### config.mk
export PLATFORM = sky130hd
export DESIGN_NAME = pid_or_hysteresis_temp_control
export DESIGN_NICKNAME = d
export VERILOG_FILES = /design/src/design/pidhc_pkg.sv /design/src/design/pidhc_serial_mul.sv /design/src/design/pidhc_regs.sv /design/src/design/pidhc_seq.sv /design/src/design/pid_or_hysteresis_temp_control.sv
export SDC_FILE = /design/constraint.sdc
export NUM_CORES = 1
export LEC_CHECK = 0
export BUFFER_PORTS_ARGS = -buffer_cell sky130_fd_sc_hd__buf_2
export CORE_MARGIN = 2
export CORE_UTILIZATION = 35
export CTS_BUF_LIST = sky130_fd_sc_hd__clkbuf_4 sky130_fd_sc_hd__clkbuf_8
export DETAILED_ROUTE_END_ITERATION = 6
export PLACE_DENSITY_LB_ADDON = 0.2
export SKIP_LAST_GASP = 1
export SYNTH_ARGS = -nofsm -noshare
export SYNTH_HDL_FRONTEND = slang
export SYNTH_SLANG_ARGS = --single-unit
### constraint.sdc
create_clock -name clk_i -period 6.3 [get_ports clk_i]
set_clock_uncertainty 0.1 [all_clocks]
set_input_delay 0.315 -clock clk_i [delete_from_list [all_inputs] [get_ports clk_i]]
set_output_delay 0.315 -clock clk_i [all_outputs]
set_load 0.01 [all_outputs]
### src/design/pidhc_pkg.sv
// Package for the temperature controller: field widths, register map, reset values,
// the configuration record, sequencer states and the multiplier request/response records.
// No dependencies.
`default_nettype none

package pidhc_pkg;

  localparam int INTEGRAL_LOW_DEF  = -1048576;
  localparam int INTEGRAL_HIGH_DEF = 1048575;
  localparam int OUTPUT_FULL_DEF   = 25600;

  localparam int TEMP_W  = 16;
  localparam int ERR_W   = 17;
  localparam int DIFF_W  = 18;
  localparam int HYST_W  = 15;
  localparam int GAIN_W  = 16;
  localparam int DRV_W   = 15;
  localparam int TERM_W  = 24;
  localparam int INTEG_W = 21;
  localparam int DER_W   = 34;

  localparam int MUL_A_W     = 34;
  localparam int MUL_B_W     = 17;
  localparam int MUL_ACC_W   = 36;
  localparam int MUL_P_W     = 52;
  localparam int MUL_STEPS   = 17;
  localparam int MUL_CNT_W   = $clog2(MUL_STEPS);

  localparam int ADDR_W = 5;
  localparam int DATA_W = 32;

  localparam logic [HYST_W-1:0] HYST_RST   = 15'd16;
  localparam logic [15:0]       PERIOD_RST = 16'd6554;
  localparam logic [15:0]       INV_RST    = 16'd10;

  typedef enum logic [2:0] {
    REG_CONTROL_MODE   = 3'd0,
    REG_SETPOINT       = 3'd1,
    REG_HYSTERESIS     = 3'd2,
    REG_GAIN_P         = 3'd3,
    REG_GAIN_I         = 3'd4,
    REG_GAIN_D         = 3'd5,
    REG_PERIOD_SECONDS = 3'd6,
    REG_INVERSE_PERIOD = 3'd7
  } reg_idx_e;

  typedef struct packed {
    logic              control_mode;
    logic [TEMP_W-1:0] setpoint;
    logic [HYST_W-1:0] hysteresis;
    logic [GAIN_W-1:0] gain_p;
    logic [GAIN_W-1:0] gain_i;
    logic [GAIN_W-1:0] gain_d;
    logic [15:0]       period_seconds;
    logic [15:0]       inverse_period;
  } cfg_t;

  typedef enum logic [2:0] {
    ST_IDLE,
    ST_MUL_INC,
    ST_MUL_DER,
    ST_MUL_P,
    ST_MUL_I,
    ST_MUL_D,
    ST_SUM,
    ST_DONE
  } state_e;

  typedef struct packed {
    logic               start;
    logic [MUL_A_W-1:0] a;
    logic [MUL_B_W-1:0] b;
  } mul_req_t;

  typedef struct packed {
    logic               busy;
    logic               done;
    logic [MUL_P_W-1:0] prod;
  } mul_rsp_t;

endpackage

`default_nettype wire

### src/design/pidhc_serial_mul.sv
// Bit-serial signed multiplier: one bit of the 17-bit operand per cycle, shift-right accumulate.
// Top operand bit carries negative weight. Depends on pidhc_pkg.
`default_nettype none

module pidhc_serial_mul (
  input  logic                clk_i,
  input  logic                rst_ni,
  input  pidhc_pkg::mul_req_t req_i,
  output pidhc_pkg::mul_rsp_t rsp_o
);
  import pidhc_pkg::*;

  logic                        run_q;
  logic                        done_q;
  logic [MUL_CNT_W-1:0]        cnt_q;
  logic signed [MUL_ACC_W-1:0] acc_q;
  logic [MUL_B_W-1:0]          low_q;
  logic [MUL_A_W-1:0]          a_q;

  logic                        last;
  logic signed [MUL_ACC_W-1:0] a_ext;
  logic signed [MUL_ACC_W-1:0] addend;
  logic signed [MUL_ACC_W-1:0] sum;

  assign last  = (cnt_q == MUL_CNT_W'(MUL_STEPS - 1));
  assign a_ext = $signed({{(MUL_ACC_W-MUL_A_W){a_q[MUL_A_W-1]}}, a_q});

  always_comb begin
    addend = '0;
    if (low_q[0]) begin
      addend = last ? -a_ext : a_ext;
    end
    sum = acc_q + addend;
  end

  always_ff @(posedge clk_i or negedge rst_ni) begin
    if (!rst_ni) begin
      run_q  <= 1'b0;
      done_q <= 1'b0;
      cnt_q  <= '0;
    end else begin
      done_q <= 1'b0;
      if (req_i.start) begin
        run_q <= 1'b1;
        cnt_q <= '0;
      end else if (run_q) begin
        cnt_q <= cnt_q + 1'b1;
        if (last) begin
          run_q  <= 1'b0;
          done_q <= 1'b1;
        end
      end
    end
  end

  always_ff @(posedge clk_i) begin
    if (req_i.start) begin
      acc_q <= '0;
      low_q <= req_i.b;
      a_q   <= req_i.a;
    end else if (run_q) begin
      acc_q <= {sum[MUL_ACC_W-1], sum[MUL_ACC_W-1:1]};
      low_q <= {sum[0], low_q[MUL_B_W-1:1]};
    end
  end

  assign rsp_o.busy = run_q;
  assign rsp_o.done = done_q;
  assign rsp_o.prod = {acc_q[MUL_P_W-MUL_B_W-1:0], low_q};

endmodule

`default_nettype wire

### src/design/pidhc_regs.sv
// APB-style configuration register file for the temperature controller.
// Depends on pidhc_pkg for the register map and the configuration record.
`default_nettype none

module pidhc_regs (
  input  logic                         clk_i,
  input  logic                         rst_ni,
  input  logic                         psel,
  input  logic                         penable,
  input  logic                         pwrite,
  input  logic [pidhc_pkg::ADDR_W-1:0] paddr,
  input  logic [pidhc_pkg::DATA_W-1:0] pwdata,
  output logic [pidhc_pkg::DATA_W-1:0] prdata,
  output logic                         pready,
  output pidhc_pkg::cfg_t              cfg_o
);
  import pidhc_pkg::*;

  cfg_t     cfg_q;
  reg_idx_e idx;
  logic     wr;

  assign idx    = reg_idx_e'(paddr[ADDR_W-1:2]);
  assign wr     = psel && penable && pwrite;
  assign pready = 1'b1;
  assign cfg_o  = cfg_q;

  always_ff @(posedge clk_i or negedge rst_ni) begin
    if (!rst_ni) begin
      cfg_q.control_mode   <= 1'b0;
      cfg_q.setpoint       <= '0;
      cfg_q.hysteresis     <= HYST_RST;
      cfg_q.gain_p         <= '0;
      cfg_q.gain_i         <= '0;
      cfg_q.gain_d         <= '0;
      cfg_q.period_seconds <= PERIOD_RST;
      cfg_q.inverse_period <= INV_RST;
    end else if (wr) begin
      unique case (idx)
        REG_CONTROL_MODE:   cfg_q.control_mode   <= pwdata[0];
        REG_SETPOINT:       cfg_q.setpoint       <= pwdata[TEMP_W-1:0];
        REG_HYSTERESIS:     cfg_q.hysteresis     <= pwdata[HYST_W-1:0];
        REG_GAIN_P:         cfg_q.gain_p         <= pwdata[GAIN_W-1:0];
        REG_GAIN_I:         cfg_q.gain_i         <= pwdata[GAIN_W-1:0];
        REG_GAIN_D:         cfg_q.gain_d         <= pwdata[GAIN_W-1:0];
        REG_PERIOD_SECONDS: cfg_q.period_seconds <= pwdata[15:0];
        REG_INVERSE_PERIOD: cfg_q.inverse_period <= pwdata[15:0];
      endcase
    end
  end

  always_comb begin
    unique case (idx)
      REG_CONTROL_MODE:   prdata = {{(DATA_W-1){1'b0}}, cfg_q.control_mode};
      REG_SETPOINT:       prdata = {{(DATA_W-TEMP_W){cfg_q.setpoint[TEMP_W-1]}},
                                    cfg_q.setpoint};
      REG_HYSTERESIS:     prdata = {{(DATA_W-HYST_W){1'b0}}, cfg_q.hysteresis};
      REG_GAIN_P:         prdata = {{(DATA_W-GAIN_W){cfg_q.gain_p[GAIN_W-1]}}, cfg_q.gain_p};
      REG_GAIN_I:         prdata = {{(DATA_W-GAIN_W){cfg_q.gain_i[GAIN_W-1]}}, cfg_q.gain_i};
      REG_GAIN_D:         prdata = {{(DATA_W-GAIN_W){cfg_q.gain_d[GAIN_W-1]}}, cfg_q.gain_d};
      REG_PERIOD_SECONDS: prdata = {{(DATA_W-16){1'b0}}, cfg_q.period_seconds};
      REG_INVERSE_PERIOD: prdata = {{(DATA_W-16){1'b0}}, cfg_q.inverse_period};
    endcase
  end

endmodule

`default_nettype wire

### src/design/pidhc_seq.sv
// Sequencer and datapath: error, hysteresis relay, integral clamp, rounding, saturation,
// output sum and the result register. Drives the shared serial multiplier. Depends on pidhc_pkg.
`default_nettype none

module pidhc_seq #(
  parameter int INTEGRAL_LOW  = pidhc_pkg::INTEGRAL_LOW_DEF,
  parameter int INTEGRAL_HIGH = pidhc_pkg::INTEGRAL_HIGH_DEF,
  parameter int OUTPUT_FULL   = pidhc_pkg::OUTPUT_FULL_DEF
) (
  input  logic                          clk_i,
  input  logic                          rst_ni,
  input  pidhc_pkg::cfg_t               cfg_i,
  input  logic                          in_valid_i,
  output logic                          in_stall_o,
  input  logic [pidhc_pkg::TEMP_W-1:0]  temperature_i,
  input  logic                          sample_valid_i,
  output logic                          out_valid_o,
  input  logic                          out_stall_i,
  output logic [pidhc_pkg::ERR_W-1:0]   error_value_o,
  output logic                          relay_on_o,
  output logic [pidhc_pkg::DRV_W-1:0]   drive_level_o,
  output logic [pidhc_pkg::TERM_W-1:0]  p_term_o,
  output logic [pidhc_pkg::TERM_W-1:0]  i_term_o,
  output logic [pidhc_pkg::TERM_W-1:0]  d_term_o,
  output logic [pidhc_pkg::INTEG_W-1:0] integral_value_o,
  output pidhc_pkg::mul_req_t           mul_req_o,
  input  pidhc_pkg::mul_rsp_t           mul_rsp_i
);
  import pidhc_pkg::*;

  localparam int ISUM_W = INTEG_W + 1;
  localparam int RND_W  = MUL_P_W - 8;
  localparam int INC_W  = 19;
  localparam int DSUM_W = TERM_W + 2;

  localparam logic signed [ISUM_W-1:0] ILOW  = ISUM_W'(INTEGRAL_LOW);
  localparam logic signed [ISUM_W-1:0] IHIGH = ISUM_W'(INTEGRAL_HIGH);
  localparam logic signed [DSUM_W-1:0] FULL  = DSUM_W'(OUTPUT_FULL);
  localparam logic [DRV_W-1:0]         FULL_DRV = DRV_W'(OUTPUT_FULL);

  function automatic logic [TERM_W-1:0] sat_term(input logic [RND_W-1:0] r);
    logic [TERM_W-1:0] res;
    if (r[RND_W-1:TERM_W-1] == {(RND_W-TERM_W+1){r[TERM_W-1]}}) begin
      res = r[TERM_W-1:0];
    end else begin
      res = r[RND_W-1] ? {1'b1, {(TERM_W-1){1'b0}}} : {1'b0, {(TERM_W-1){1'b1}}};
    end
    return res;
  endfunction

  state_e state_q, state_d;

  logic signed [INTEG_W-1:0] acc_q;
  logic signed [ERR_W-1:0]   last_q;
  logic                      relay_q;

  logic signed [ERR_W-1:0]   e_q;
  logic signed [INTEG_W-1:0] integ_q;
  logic [DER_W-1:0]          deriv_q;
  logic signed [TERM_W-1:0]  p_q, i_q, d_q;
  logic [DRV_W-1:0]          drive_q;
  logic                      relay_res_q;

  logic                      out_valid_q;
  logic [ERR_W-1:0]          out_err_q;
  logic                      out_relay_q;
  logic [DRV_W-1:0]          out_drive_q;
  logic [TERM_W-1:0]         out_p_q, out_i_q, out_d_q;
  logic [INTEG_W-1:0]        out_integ_q;

  logic accept, go_pid, go_onoff, load_out, done;
  logic signed [ERR_W-1:0]  err_in;
  logic signed [DIFF_W-1:0] diff, band_lo, band_hi, t_ext;
  logic                     relay_in;
  logic [MUL_P_W-1:0]       prod;
  logic signed [INC_W-1:0]  inc;
  logic signed [ISUM_W-1:0] isum, integ_next;
  logic [RND_W-1:0]         rnd;
  logic signed [DSUM_W-1:0] dsum;
  logic [DRV_W-1:0]         drive_next;

  assign accept   = in_valid_i && (state_q == ST_IDLE);
  assign go_pid   = accept && sample_valid_i && cfg_i.control_mode;
  assign go_onoff = accept && sample_valid_i && !cfg_i.control_mode;
  assign load_out = (state_q == ST_DONE) && (!out_valid_q || !out_stall_i);
  assign done     = mul_rsp_i.done;
  assign prod     = mul_rsp_i.prod;

  assign err_in = $signed({cfg_i.setpoint[TEMP_W-1], cfg_i.setpoint})
                - $signed({temperature_i[TEMP_W-1], temperature_i});
  assign diff   = $signed({e_q[ERR_W-1], e_q}) - $signed({last_q[ERR_W-1], last_q});

  assign t_ext   = $signed({{2{temperature_i[TEMP_W-1]}}, temperature_i});
  assign band_lo = $signed({{2{cfg_i.setpoint[TEMP_W-1]}}, cfg_i.setpoint})
                 - $signed({3'b000, cfg_i.hysteresis});
  assign band_hi = $signed({{2{cfg_i.setpoint[TEMP_W-1]}}, cfg_i.setpoint})
                 + $signed({3'b000, cfg_i.hysteresis});

  always_comb begin
    if (t_ext < band_lo) begin
      relay_in = 1'b1;
    end else if (t_ext > band_hi) begin
      relay_in = 1'b0;
    end else begin
      relay_in = relay_q;
    end
  end

  assign inc  = $signed(prod[16+INC_W-1:16]) + $signed({{(INC_W-1){1'b0}}, prod[15]});
  assign isum = $signed({acc_q[INTEG_W-1], acc_q})
              + $signed({{(ISUM_W-INC_W){inc[INC_W-1]}}, inc});

  always_comb begin
    if (isum < ILOW) begin
      integ_next = ILOW;
    end else if (isum > IHIGH) begin
      integ_next = IHIGH;
    end else begin
      integ_next = isum;
    end
  end

  assign rnd  = prod[MUL_P_W-1:8] + {{(RND_W-1){1'b0}}, prod[7]};
  assign dsum = $signed({{2{p_q[TERM_W-1]}}, p_q}) + $signed({{2{i_q[TERM_W-1]}}, i_q})
              + $signed({{2{d_q[TERM_W-1]}}, d_q});

  always_comb begin
    if (dsum < 0) begin
      drive_next = '0;
    end else if (dsum > FULL) begin
      drive_next = FULL_DRV;
    end else begin
      drive_next = dsum[DRV_W-1:0];
    end
  end

  always_comb begin
    state_d = state_q;
    unique case (state_q)
      ST_IDLE: begin
        if (go_pid) begin
          state_d = ST_MUL_INC;
        end else if (go_onoff) begin
          state_d = ST_DONE;
        end
      end
      ST_MUL_INC: if (done) state_d = ST_MUL_DER;
      ST_MUL_DER: if (done) state_d = ST_MUL_P;
      ST_MUL_P:   if (done) state_d = ST_MUL_I;
      ST_MUL_I:   if (done) state_d = ST_MUL_D;
      ST_MUL_D:   if (done) state_d = ST_SUM;
      ST_SUM:     state_d = ST_DONE;
      ST_DONE:    if (load_out) state_d = ST_IDLE;
      default:    state_d = ST_IDLE;
    endcase
  end

  always_comb begin
    mul_req_o = '0;
    unique case (state_q)
      ST_IDLE: begin
        mul_req_o.start = go_pid;
        mul_req_o.a     = {{(MUL_A_W-ERR_W){err_in[ERR_W-1]}}, err_in};
        mul_req_o.b     = {1'b0, cfg_i.period_seconds};
      end
      ST_MUL_INC: begin
        mul_req_o.start = done;
        mul_req_o.a     = {{(MUL_A_W-DIFF_W){diff[DIFF_W-1]}}, diff};
        mul_req_o.b     = {1'b0, cfg_i.inverse_period};
      end
      ST_MUL_DER: begin
        mul_req_o.start = done;
        mul_req_o.a     = {{(MUL_A_W-ERR_W){e_q[ERR_W-1]}}, e_q};
        mul_req_o.b     = {cfg_i.gain_p[GAIN_W-1], cfg_i.gain_p};
      end
      ST_MUL_P: begin
        mul_req_o.start = done;
        mul_req_o.a     = {{(MUL_A_W-INTEG_W){integ_q[INTEG_W-1]}}, integ_q};
        mul_req_o.b     = {cfg_i.gain_i[GAIN_W-1], cfg_i.gain_i};
      end
      ST_MUL_I: begin
        mul_req_o.start = done;
        mul_req_o.a     = deriv_q;
        mul_req_o.b     = {cfg_i.gain_d[GAIN_W-1], cfg_i.gain_d};
      end
      default: mul_req_o = '0;
    endcase
  end

  always_ff @(posedge clk_i or negedge rst_ni) begin
    if (!rst_ni) begin
      state_q     <= ST_IDLE;
      acc_q       <= '0;
      last_q      <= '0;
      relay_q     <= 1'b0;
      out_valid_q <= 1'b0;
    end else begin
      state_q <= state_d;
      if (load_out) begin
        acc_q       <= integ_q;
        last_q      <= e_q;
        relay_q     <= relay_res_q;
        out_valid_q <= 1'b1;
      end else if (!out_stall_i) begin
        out_valid_q <= 1'b0;
      end
    end
  end

  always_ff @(posedge clk_i) begin
    if (go_pid) begin
      e_q         <= err_in;
      relay_res_q <= 1'b0;
    end
    if (go_onoff) begin
      e_q         <= err_in;
      relay_res_q <= relay_in;
      drive_q     <= relay_in ? FULL_DRV : '0;
      p_q         <= '0;
      i_q         <= '0;
      d_q         <= '0;
      integ_q     <= acc_q;
    end
    if (done) begin
      unique case (state_q)
        ST_MUL_INC: integ_q <= integ_next[INTEG_W-1:0];
        ST_MUL_DER: deriv_q <= prod[DER_W-1:0];
        ST_MUL_P:   p_q     <= sat_term(rnd);
        ST_MUL_I:   i_q     <= sat_term(rnd);
        ST_MUL_D:   d_q     <= sat_term(rnd);
        default: ;
      endcase
    end
    if (state_q == ST_SUM) begin
      drive_q <= drive_next;
    end
    if (load_out) begin
      out_err_q   <= e_q;
      out_relay_q <= relay_res_q;
      out_drive_q <= drive_q;
      out_p_q     <= p_q;
      out_i_q     <= i_q;
      out_d_q     <= d_q;
      out_integ_q <= integ_q;
    end
  end

  assign in_stall_o       = (state_q != ST_IDLE);
  assign out_valid_o      = out_valid_q;
  assign error_value_o    = out_err_q;
  assign relay_on_o       = out_relay_q;
  assign drive_level_o    = out_drive_q;
  assign p_term_o         = out_p_q;
  assign i_term_o         = out_i_q;
  assign d_term_o         = out_d_q;
  assign integral_value_o = out_integ_q;

endmodule

`default_nettype wire

### src/design/pid_or_hysteresis_temp_control.sv
// Top level of the temperature controller: register file, sequencer and serial multiplier.
// Depends on pidhc_pkg, pidhc_regs, pidhc_seq and pidhc_serial_mul.
//
// One temperature word per control tick. In on/off mode an accepted word goes straight to the
// done state, and its result enters the output register once that register is free; in PID mode
// the word waits on the single bit-serial multiplier (17 steps per product), which forms the five
// products in turn: integral increment, derivative, then the P, I and D terms. A word with
// sample_valid low is taken without leaving idle and gives no result. The next word is accepted once
// the previous result has moved to the output register, even while that result is stalled.
`default_nettype none

module pid_or_hysteresis_temp_control #(
  parameter int INTEGRAL_LOW  = pidhc_pkg::INTEGRAL_LOW_DEF,
  parameter int INTEGRAL_HIGH = pidhc_pkg::INTEGRAL_HIGH_DEF,
  parameter int OUTPUT_FULL   = pidhc_pkg::OUTPUT_FULL_DEF
) (
  input  logic                          clk_i,
  input  logic                          rst_ni,
  input  logic                          psel,
  input  logic                          penable,
  input  logic                          pwrite,
  input  logic [pidhc_pkg::ADDR_W-1:0]  paddr,
  input  logic [pidhc_pkg::DATA_W-1:0]  pwdata,
  output logic [pidhc_pkg::DATA_W-1:0]  prdata,
  output logic                          pready,
  input  logic                          in_valid_i,
  output logic                          in_stall_o,
  input  logic [pidhc_pkg::TEMP_W-1:0]  temperature_i,
  input  logic                          sample_valid_i,
  output logic                          out_valid_o,
  input  logic                          out_stall_i,
  output logic [pidhc_pkg::ERR_W-1:0]   error_value_o,
  output logic                          relay_on_o,
  output logic [pidhc_pkg::DRV_W-1:0]   drive_level_o,
  output logic [pidhc_pkg::TERM_W-1:0]  p_term_o,
  output logic [pidhc_pkg::TERM_W-1:0]  i_term_o,
  output logic [pidhc_pkg::TERM_W-1:0]  d_term_o,
  output logic [pidhc_pkg::INTEG_W-1:0] integral_value_o
);
  import pidhc_pkg::*;

  cfg_t     cfg;
  mul_req_t mul_req;
  mul_rsp_t mul_rsp;

  pidhc_regs u_regs (
    .clk_i   (clk_i),
    .rst_ni  (rst_ni),
    .psel    (psel),
    .penable (penable),
    .pwrite  (pwrite),
    .paddr   (paddr),
    .pwdata  (pwdata),
    .prdata  (prdata),
    .pready  (pready),
    .cfg_o   (cfg)
  );

  pidhc_serial_mul u_mul (
    .clk_i  (clk_i),
    .rst_ni (rst_ni),
    .req_i  (mul_req),
    .rsp_o  (mul_rsp)
  );

  pidhc_seq #(
    .INTEGRAL_LOW  (INTEGRAL_LOW),
    .INTEGRAL_HIGH (INTEGRAL_HIGH),
    .OUTPUT_FULL   (OUTPUT_FULL)
  ) u_seq (
    .clk_i            (clk_i),
    .rst_ni           (rst_ni),
    .cfg_i            (cfg),
    .in_valid_i       (in_valid_i),
    .in_stall_o       (in_stall_o),
    .temperature_i    (temperature_i),
    .sample_valid_i   (sample_valid_i),
    .out_valid_o      (out_valid_o),
    .out_stall_i      (out_stall_i),
    .error_value_o    (error_value_o),
    .relay_on_o       (relay_on_o),
    .drive_level_o    (drive_level_o),
    .p_term_o         (p_term_o),
    .i_term_o         (i_term_o),
    .d_term_o         (d_term_o),
    .integral_value_o (integral_value_o),
    .mul_req_o        (mul_req),
    .mul_rsp_i        (mul_rsp)
  );

  a_mul_start_idle: assert property (@(posedge clk_i) disable iff (!rst_ni)
    mul_req.start |-> !mul_rsp.busy)
    else $error("multiplier started while busy");

  a_idle_mul_quiet: assert property (@(posedge clk_i) disable iff (!rst_ni)
    !in_stall_o |-> !mul_rsp.busy && !mul_rsp.done)
    else $error("multiplier active while sequencer idle");

  a_relay_full: assert property (@(posedge clk_i) disable iff (!rst_ni)
    (out_valid_o && relay_on_o) |->
      (drive_level_o == DRV_W'(OUTPUT_FULL)) && (p_term_o == '0) && (i_term_o == '0)
      && (d_term_o == '0))
    else $error("relay on without full drive and zero terms");

  a_integral_range: assert property (@(posedge clk_i) disable iff (!rst_ni)
    out_valid_o |-> ($signed(integral_value_o) >= INTEGRAL_LOW)
                 && ($signed(integral_value_o) <= INTEGRAL_HIGH))
    else $error("integral outside clamp range");

endmodule

`default_nettype wire
* After elaboration in Yosys (flattened, before gate mapping) *
Cells that the tools add are included.

word-level totals
  register bits after elaboration = 534
  bits in latches = 0
  bits in writable memories = 0
  bits in read-only memories = 0
  input bits = 61
  word-level logic and storage cells = 155
  memories = 0

operators by class
  add/sub/neg operators = 12
  multipliers = 0
  divide/modulo/power cells = 0
  order comparisons = 6
  equal/unequal tests = 24
  shifts and indexed selects = 0
  muxes and demuxes = 52
  bitwise logic cells = 0
  reductions and logical operators = 27

operator list
  cell                  count
  $mux 24               11
  $pmux 52 s5           1
  $pmux 32 s8           1
  $mux 21               5
  $mux 15               5
  $mux 36               2
  $mux 17               4
  $add 44x1->44         1
  $add 35x36->36        1
  $neg 34->36           1
  $sub 16x16->17        2
  $add 25x24->26        1
  $gt 26x16->1 const B  1
  $lt 26x1->1 const B   1
  $add 24x24->25        1
  $eq 3x3->1 const B    8
  $mux 3                8
  $pmux 3 s8            1
  $add 21x19->22        1
  $gt 22x21->1 const B  1
  $lt 22x21->1 const B  1
  $eq 20x20->1          1
  $add 19x2->19         1
  $reduce_and 2->1      9
  20 further kinds      52

* Depth between registers and ports, before layout *
  word-level depth = 7
  mapped depth = 24

* Modules after synthesis *
Synthesis repeated with hierarchy kept, for this count alone.

unflattened totals
  cell total of the unflattened synthesis = 3,089
  area total of the unflattened synthesis = 32,178.4 um^2

modules (own cells, without submodules)
  module            times used  cells an instance  area an instance (um^2)
  pidhc_seq         1           2,095              20,826.2
  pidhc_serial_mul  1           622                6,067.1
  pidhc_regs        1           372                5,285.1

* Worst setup path before layout *
OpenSTA, ideal clock, no wires.

  kind = reg-to-reg
  start point = register u_seq.state_q[0]
  end point = register u_seq.out_d_q[0], in the netlist u_seq.d_term_o[0] (enable)
  setup time = 0.539 ns
  arrival = 4.692 ns
  data required time = 5.661 ns
  path slack = 0.968 ns
  stages on the path, launching flop included = 6
  cells stage by stage = dfrtp_1 ha_1 nand3_1 inv_1 clkbuf_1 clkbuf_1

on the way
  longest elaborated chain between the ends = 2

RTL lines
  what                      RTL line          text
  start: declaration        pidhc_seq.sv:51   state_e state_q, state_d;
  start signal: assignment  pidhc_seq.sv:198  state_q <= state_d;
  $eq 3x3->1                pidhc_seq.sv:85   assign load_out = (state_q == ST_DONE) && (!out_valid_q || !out_stall_i);
  $logic_and 1x1->1         pidhc_seq.sv:85
  via u_seq.load_out        pidhc_seq.sv:71   logic accept, go_pid, go_onoff, load_out, done;
  end signal: assignment    pidhc_seq.sv:243  out_d_q <= d_q;
  end: declaration          pidhc_seq.sv:68   logic [TERM_W-1:0] out_p_q, out_i_q, out_d_q;

The timed path passes the listed nets, and every way through them passes these cells.
A chain may end at the register's enable or synchronous reset.

* Worst setup path in the final report *
  start point = register u_mul.a_q[8]
  end point = register, netlist name u_mul.acc_q[34]

on the way
  longest elaborated chain between the ends = 4

RTL lines
  what                      RTL line                text
  start: declaration        pidhc_serial_mul.sv:18  logic [MUL_A_W-1:0] a_q;
  start signal: assignment  pidhc_serial_mul.sv:60  a_q <= req_i.a;
  $neg 34->36               pidhc_serial_mul.sv:31  addend = last ? -a_ext : a_ext;
  $mux 36 *                 pidhc_serial_mul.sv:31
  $mux 36 *                 pidhc_serial_mul.sv:30  if (low_q[0]) begin
  $add 35x36->36 *          pidhc_serial_mul.sv:33  sum = acc_q + addend;

Every way passes the cells marked *; elsewhere a longest branch is shown, timed or not.

==> summary.txt <==
Outcome
  • Status: finished clean

Place
  • Count of input and output buffers: just over 200
  • Cell Count Post-Placement: 4285
  • HPWL after DPL: between 60000 and 70000 um
  • Gpl congestion: between 0.8 and 0.9
  • Dpl cell area: 33100 sq um

Synth
  • Number of enable flip-flop cells after synthesis: 244
  • Synthesized net count: around 3300
  • Register area share after synthesis: between 40 and 50%
  • Async SR Flop Fraction: between 30% and 40%
  • Prevailing post-synth register cell: edfxtp_1
  • Post-synthesis cell type count: between 90 and 100
  • Synth area leader: edfxtp_1
  • #FFs+latches synth: approximately 530
  • Post-Syn Area: ~31000 sq um
  • Top cells by area, synth: edfxtp_1, dfrtp_1, dfxtp_1, ha_1, nand2_1
  • Share of the synthesized area in the top cell type: between 20% and 30%
  • Mean Syn Cell Area: between 10 and 15 sq um
  • Cell count after synthesis: 3030
  • Yosys warnings: 0

Critical path
  • Worst Path Arrival: a little under 6 ns
  • Worst path cell trace: or4_1 > nor3_1 > nand2_1 > o41ai_1 > xnor2_1 > and2_1 > ha_1 > nand2_1 > or3_1 > a2111oi_0 > o2111ai_1 > a31oi_1 > nand4b_1 > o211ai_1 > xnor2_1 > nor2_1
  • Slowest stage delay, CP: around 0.73 ns
  • Startpoint Class: flop
  • Reg2reg path depth: 16
  • FF-to-FF End: u_mul.acc_q[34]
  • WP data required: between 6 and 7 ns
  • CP max stage cell: a2111oi_0
  • Reg2reg setup slack: between 1 and 1.5 ns
  • Critical setup path kind: reg -> reg
  • Largest delay share family, worst path: simple AND/OR/NAND/NOR gates
  • Worst r2r src: u_mul.a_q[8]
  • Worst path bufs/invs: 0
  • CP max FO: 6
  • Critical path endpoint category: flop

STA
  • Slew Limit Fails: 0
  • Setup-failing EPs final: 0
  • Fmax: between 150 and 200 MHz
  • Slew HR: around a fifth
  • Final hold violations: 0
  • Slew @ Worst Pin: ~1.2 ns
  • Unrepaired setup endpoints after global routing: no
  • Final period utilization: 83.9%
  • Worst hold slack: ~0.10 ns
  • Setup TNS: 0 ns
  • Tmin final: 5.29 ns

Cells and area
  • Syn-to-layout area delta: 14.1%
  • Final instance area: about 35000 sq um
  • Share of layout cells above drive strength 1: 17.6%
  • Final nets: 3522
  • Non-Filler Instances: around 4500

Route
  • Vias: 23800
  • Wirelength per Cell: 21.2 um
  • Drt pass-1 iters: 5
  • # DRC: 0
  • Post-route antenna net violation count: 0
  • Vias/cell: about 5.3
  • DR iter-0 viols: 1654
  • Routed WL: about 95000 um

Hold path
  • HP Start: temperature_i[1]
  • Hold WC Path Type: in -> reg
  • Hold path cells: 3
  • Worst hold path endpoint: u_seq.e_q[1]

Floorplan
  • Die area: ~90000 sq um
  • Core ar.: about 88000 sq um
  • Die X: a little over 300 um
  • I/O Pins: around 220
  • Rows: between 100 and 150
  • Initial Util: 35.2%
  • Chip height: 302 um

Pwr
  • Peak VDD IR: 0.000154 V
  • Leak: 14.6 nW
  • PD cells: roughly 360 nW/um^2

Clocking
  • CTS root buffer: clkbuf_8
  • H-tree depth: 3
  • Clk buf depth: 3
  • Worst-Skew Late Latency: ~0.74 ns
  • Worst-path clk slew: 0.06 ns
  • Clk sink count: between 500 and 600
  • CTS tree: done
  • Cts bufs inserted: between 90 and 100

GRT
  • Initial antenna violation count: 5
  • Largest net degree at the start of global routing: 107
  • Global route overflow: 0
  • GRT Overall Usage: between 20% and 30%
  • Vias in the first global route: about 23000
  • First-pass GRT wire length: roughly 140000 um

Run
  • MaxCap Viol Count: 0
-- sequential cells by signal, indices dropped and copies added (netlist names), 17 cells and up --
register                cells
u_seq.d_q                  24
u_seq.error_value_o        17
u_seq.deriv_q              34
u_seq.acc_q                21
u_seq.last_q               17
u_mul.acc_q                35
u_seq.i_q                  24
u_seq.d_term_o             24
u_seq.e_q                  17
u_mul.low_q                17
u_seq.p_q                  24
u_regs.cfg_o              112
u_seq.p_term_o             24
u_seq.integral_value_o     21
u_mul.a_q                  34
u_seq.integ_q              21
u_seq.i_term_o             24
-- final cells by class --
type | count | area [sq um]
inverter | 141 | 534
antenna | 1 | 2.50
sequential | 534 | 14000
clock buffer | 135 | 1680
fill | 8791 | 52700
clock inverter | 45 | 435
tap | 1165 | 1460
timing repair buffer | 262 | 1530
multi-input combinational | 2202 | 15800
-- placed cells by master (no fill, tap or decap), types with 11 or more instances in the layout --
cell / instances
clkbuf_4: 29
o21a_1: 35
ha_1: 194
nor4_1: 13
mux2i_1: 52
o31ai_1: 11
or3_1: 20
o21ai_0: 129
xnor2_1: 128
fa_1: 31
inv_1: 140
nand2_1: 353
o21bai_1: 23
nand4_1: 27
nor3_1: 38
and3_1: 14
nor2_1: 196
buf_2: 201
o211ai_1: 88
mux2_2: 107
nand2b_1: 29
a22oi_1: 68
a21o_1: 40
o2111ai_1: 21
dlygate4sd3_1: 19
a21oi_1: 153
nor2b_1: 29
a31oi_1: 21
clkinv_1: 11
dfxtp_1: 128
o22ai_1: 28
and2_1: 37
xor2_1: 66
buf_4: 40
nand3_1: 59
a211oi_1: 18
clkbuf_8: 106
dfrtp_1: 152
clkinv_2: 12
edfxtp_1: 244
-- per-stage QoR --
step	util (%)	power, mW	worst slack (ns)
floorplan	-	7.93	0.968
global placement	37.5	9.23	1.19
detailed placement	37.5	9.25	1.12
CTS	40.2	12.9	1.10
global route	40.2	13.6	0.604
finish	40.2	12.8	1.01
-- kinds of logic (layout without fill, tap and decap cells) --
group	count (synthesis)	after routing	synth area share, %
flops	534	534	45.0
fa+ha+maj	225	225	9.82
buf+inv	294	583	4.44
other cells	1	2	0.0121
mux	165	165	6.00
simple gates	881	881	13.5
compound gates	736	736	15.8
xor+xnor	194	194	5.48
-- layer usage --
layer | vias to the layer above | routed length (um) | global-route usage [%] | share of wire [%]
met5 | - | 26 | 0 | 0.027
met4 | 4 | 3280 | 7.66 | 3.5
met3 | 170 | 4980 | 3.57 | 5.2
met2 | 657 | 44600 | 34.2 | 47
met1 | 11500 | 42000 | 27.1 | 44
li1 | 11500 | - | - | -
-- worst register-to-register path: cells and delay by family (launching register included) --
family / cells / cell delay, ns
and+or+nand+nor: 8 / 2.30
DFF: 1 / 0.45
adders and majority gates: 1 / 0.32
xor gates and xnor gates: 2 / 0.27
AOI/OAI and AO/OA: 5 / 1.72
-- power breakdown --
part	switching [mW]	internal (mW)
clock	1.55	2.02
combinational	2.49	1.89
sequential	0.722	4.12
total	4.76	8.04
-- what timing repair did --
| action | in CTS | in global routing |
|---|---|---|
| resized for setup | 0 | 0 |
| hold buffers | 19 | 0 |
| hold endpoints to repair | 206 | 0 |
| buffers inserted | 0 | 0 |
| endpoints found under the setup margin | 0 | 0 |
-- how the worst max path moves through the flow --
stage | start | to | slack [ns] | cells past startpoint
6_report | u_mul.a_q[8] | u_mul.acc_q[34] | 1.01 | 16
5_1_grt | u_mul.a_q[12] | u_mul.acc_q[34] | 0.60 | 17
4_1_cts | u_mul.a_q[12] | u_mul.acc_q[34] | 1.10 | 17
3_5_place_dp | u_mul.a_q[12] | u_mul.acc_q[34] | 1.12 | 17
3_3_place_gp | u_mul.a_q[12] | u_mul.acc_q[34] | 1.19 | 17
2_1_floorplan | u_seq.state_q[0] | u_seq.d_term_o[0] | 0.97 | 5
-- synthesized netlist by cell type, types with 31 or more instances --
library cell and number:
fa_1 31, o211ai_1 88, a21oi_1 155, nand2_1 353
xor2_1 66, nor3_1 40, nor2b_1 33, dfrtp_1 152
a21o_1 40, dfxtp_1 128, inv_1 141, and2_1 38
o21a_1 35, mux2i_1 52, nor2_1 197, clkbuf_1 89
xnor2_1 128, ha_1 194, edfxtp_1 244, nand3_1 59
mux2_2 107, o21ai_0 129, a22oi_1 68
Note: power is estimated with default switching activity, not from simulation.
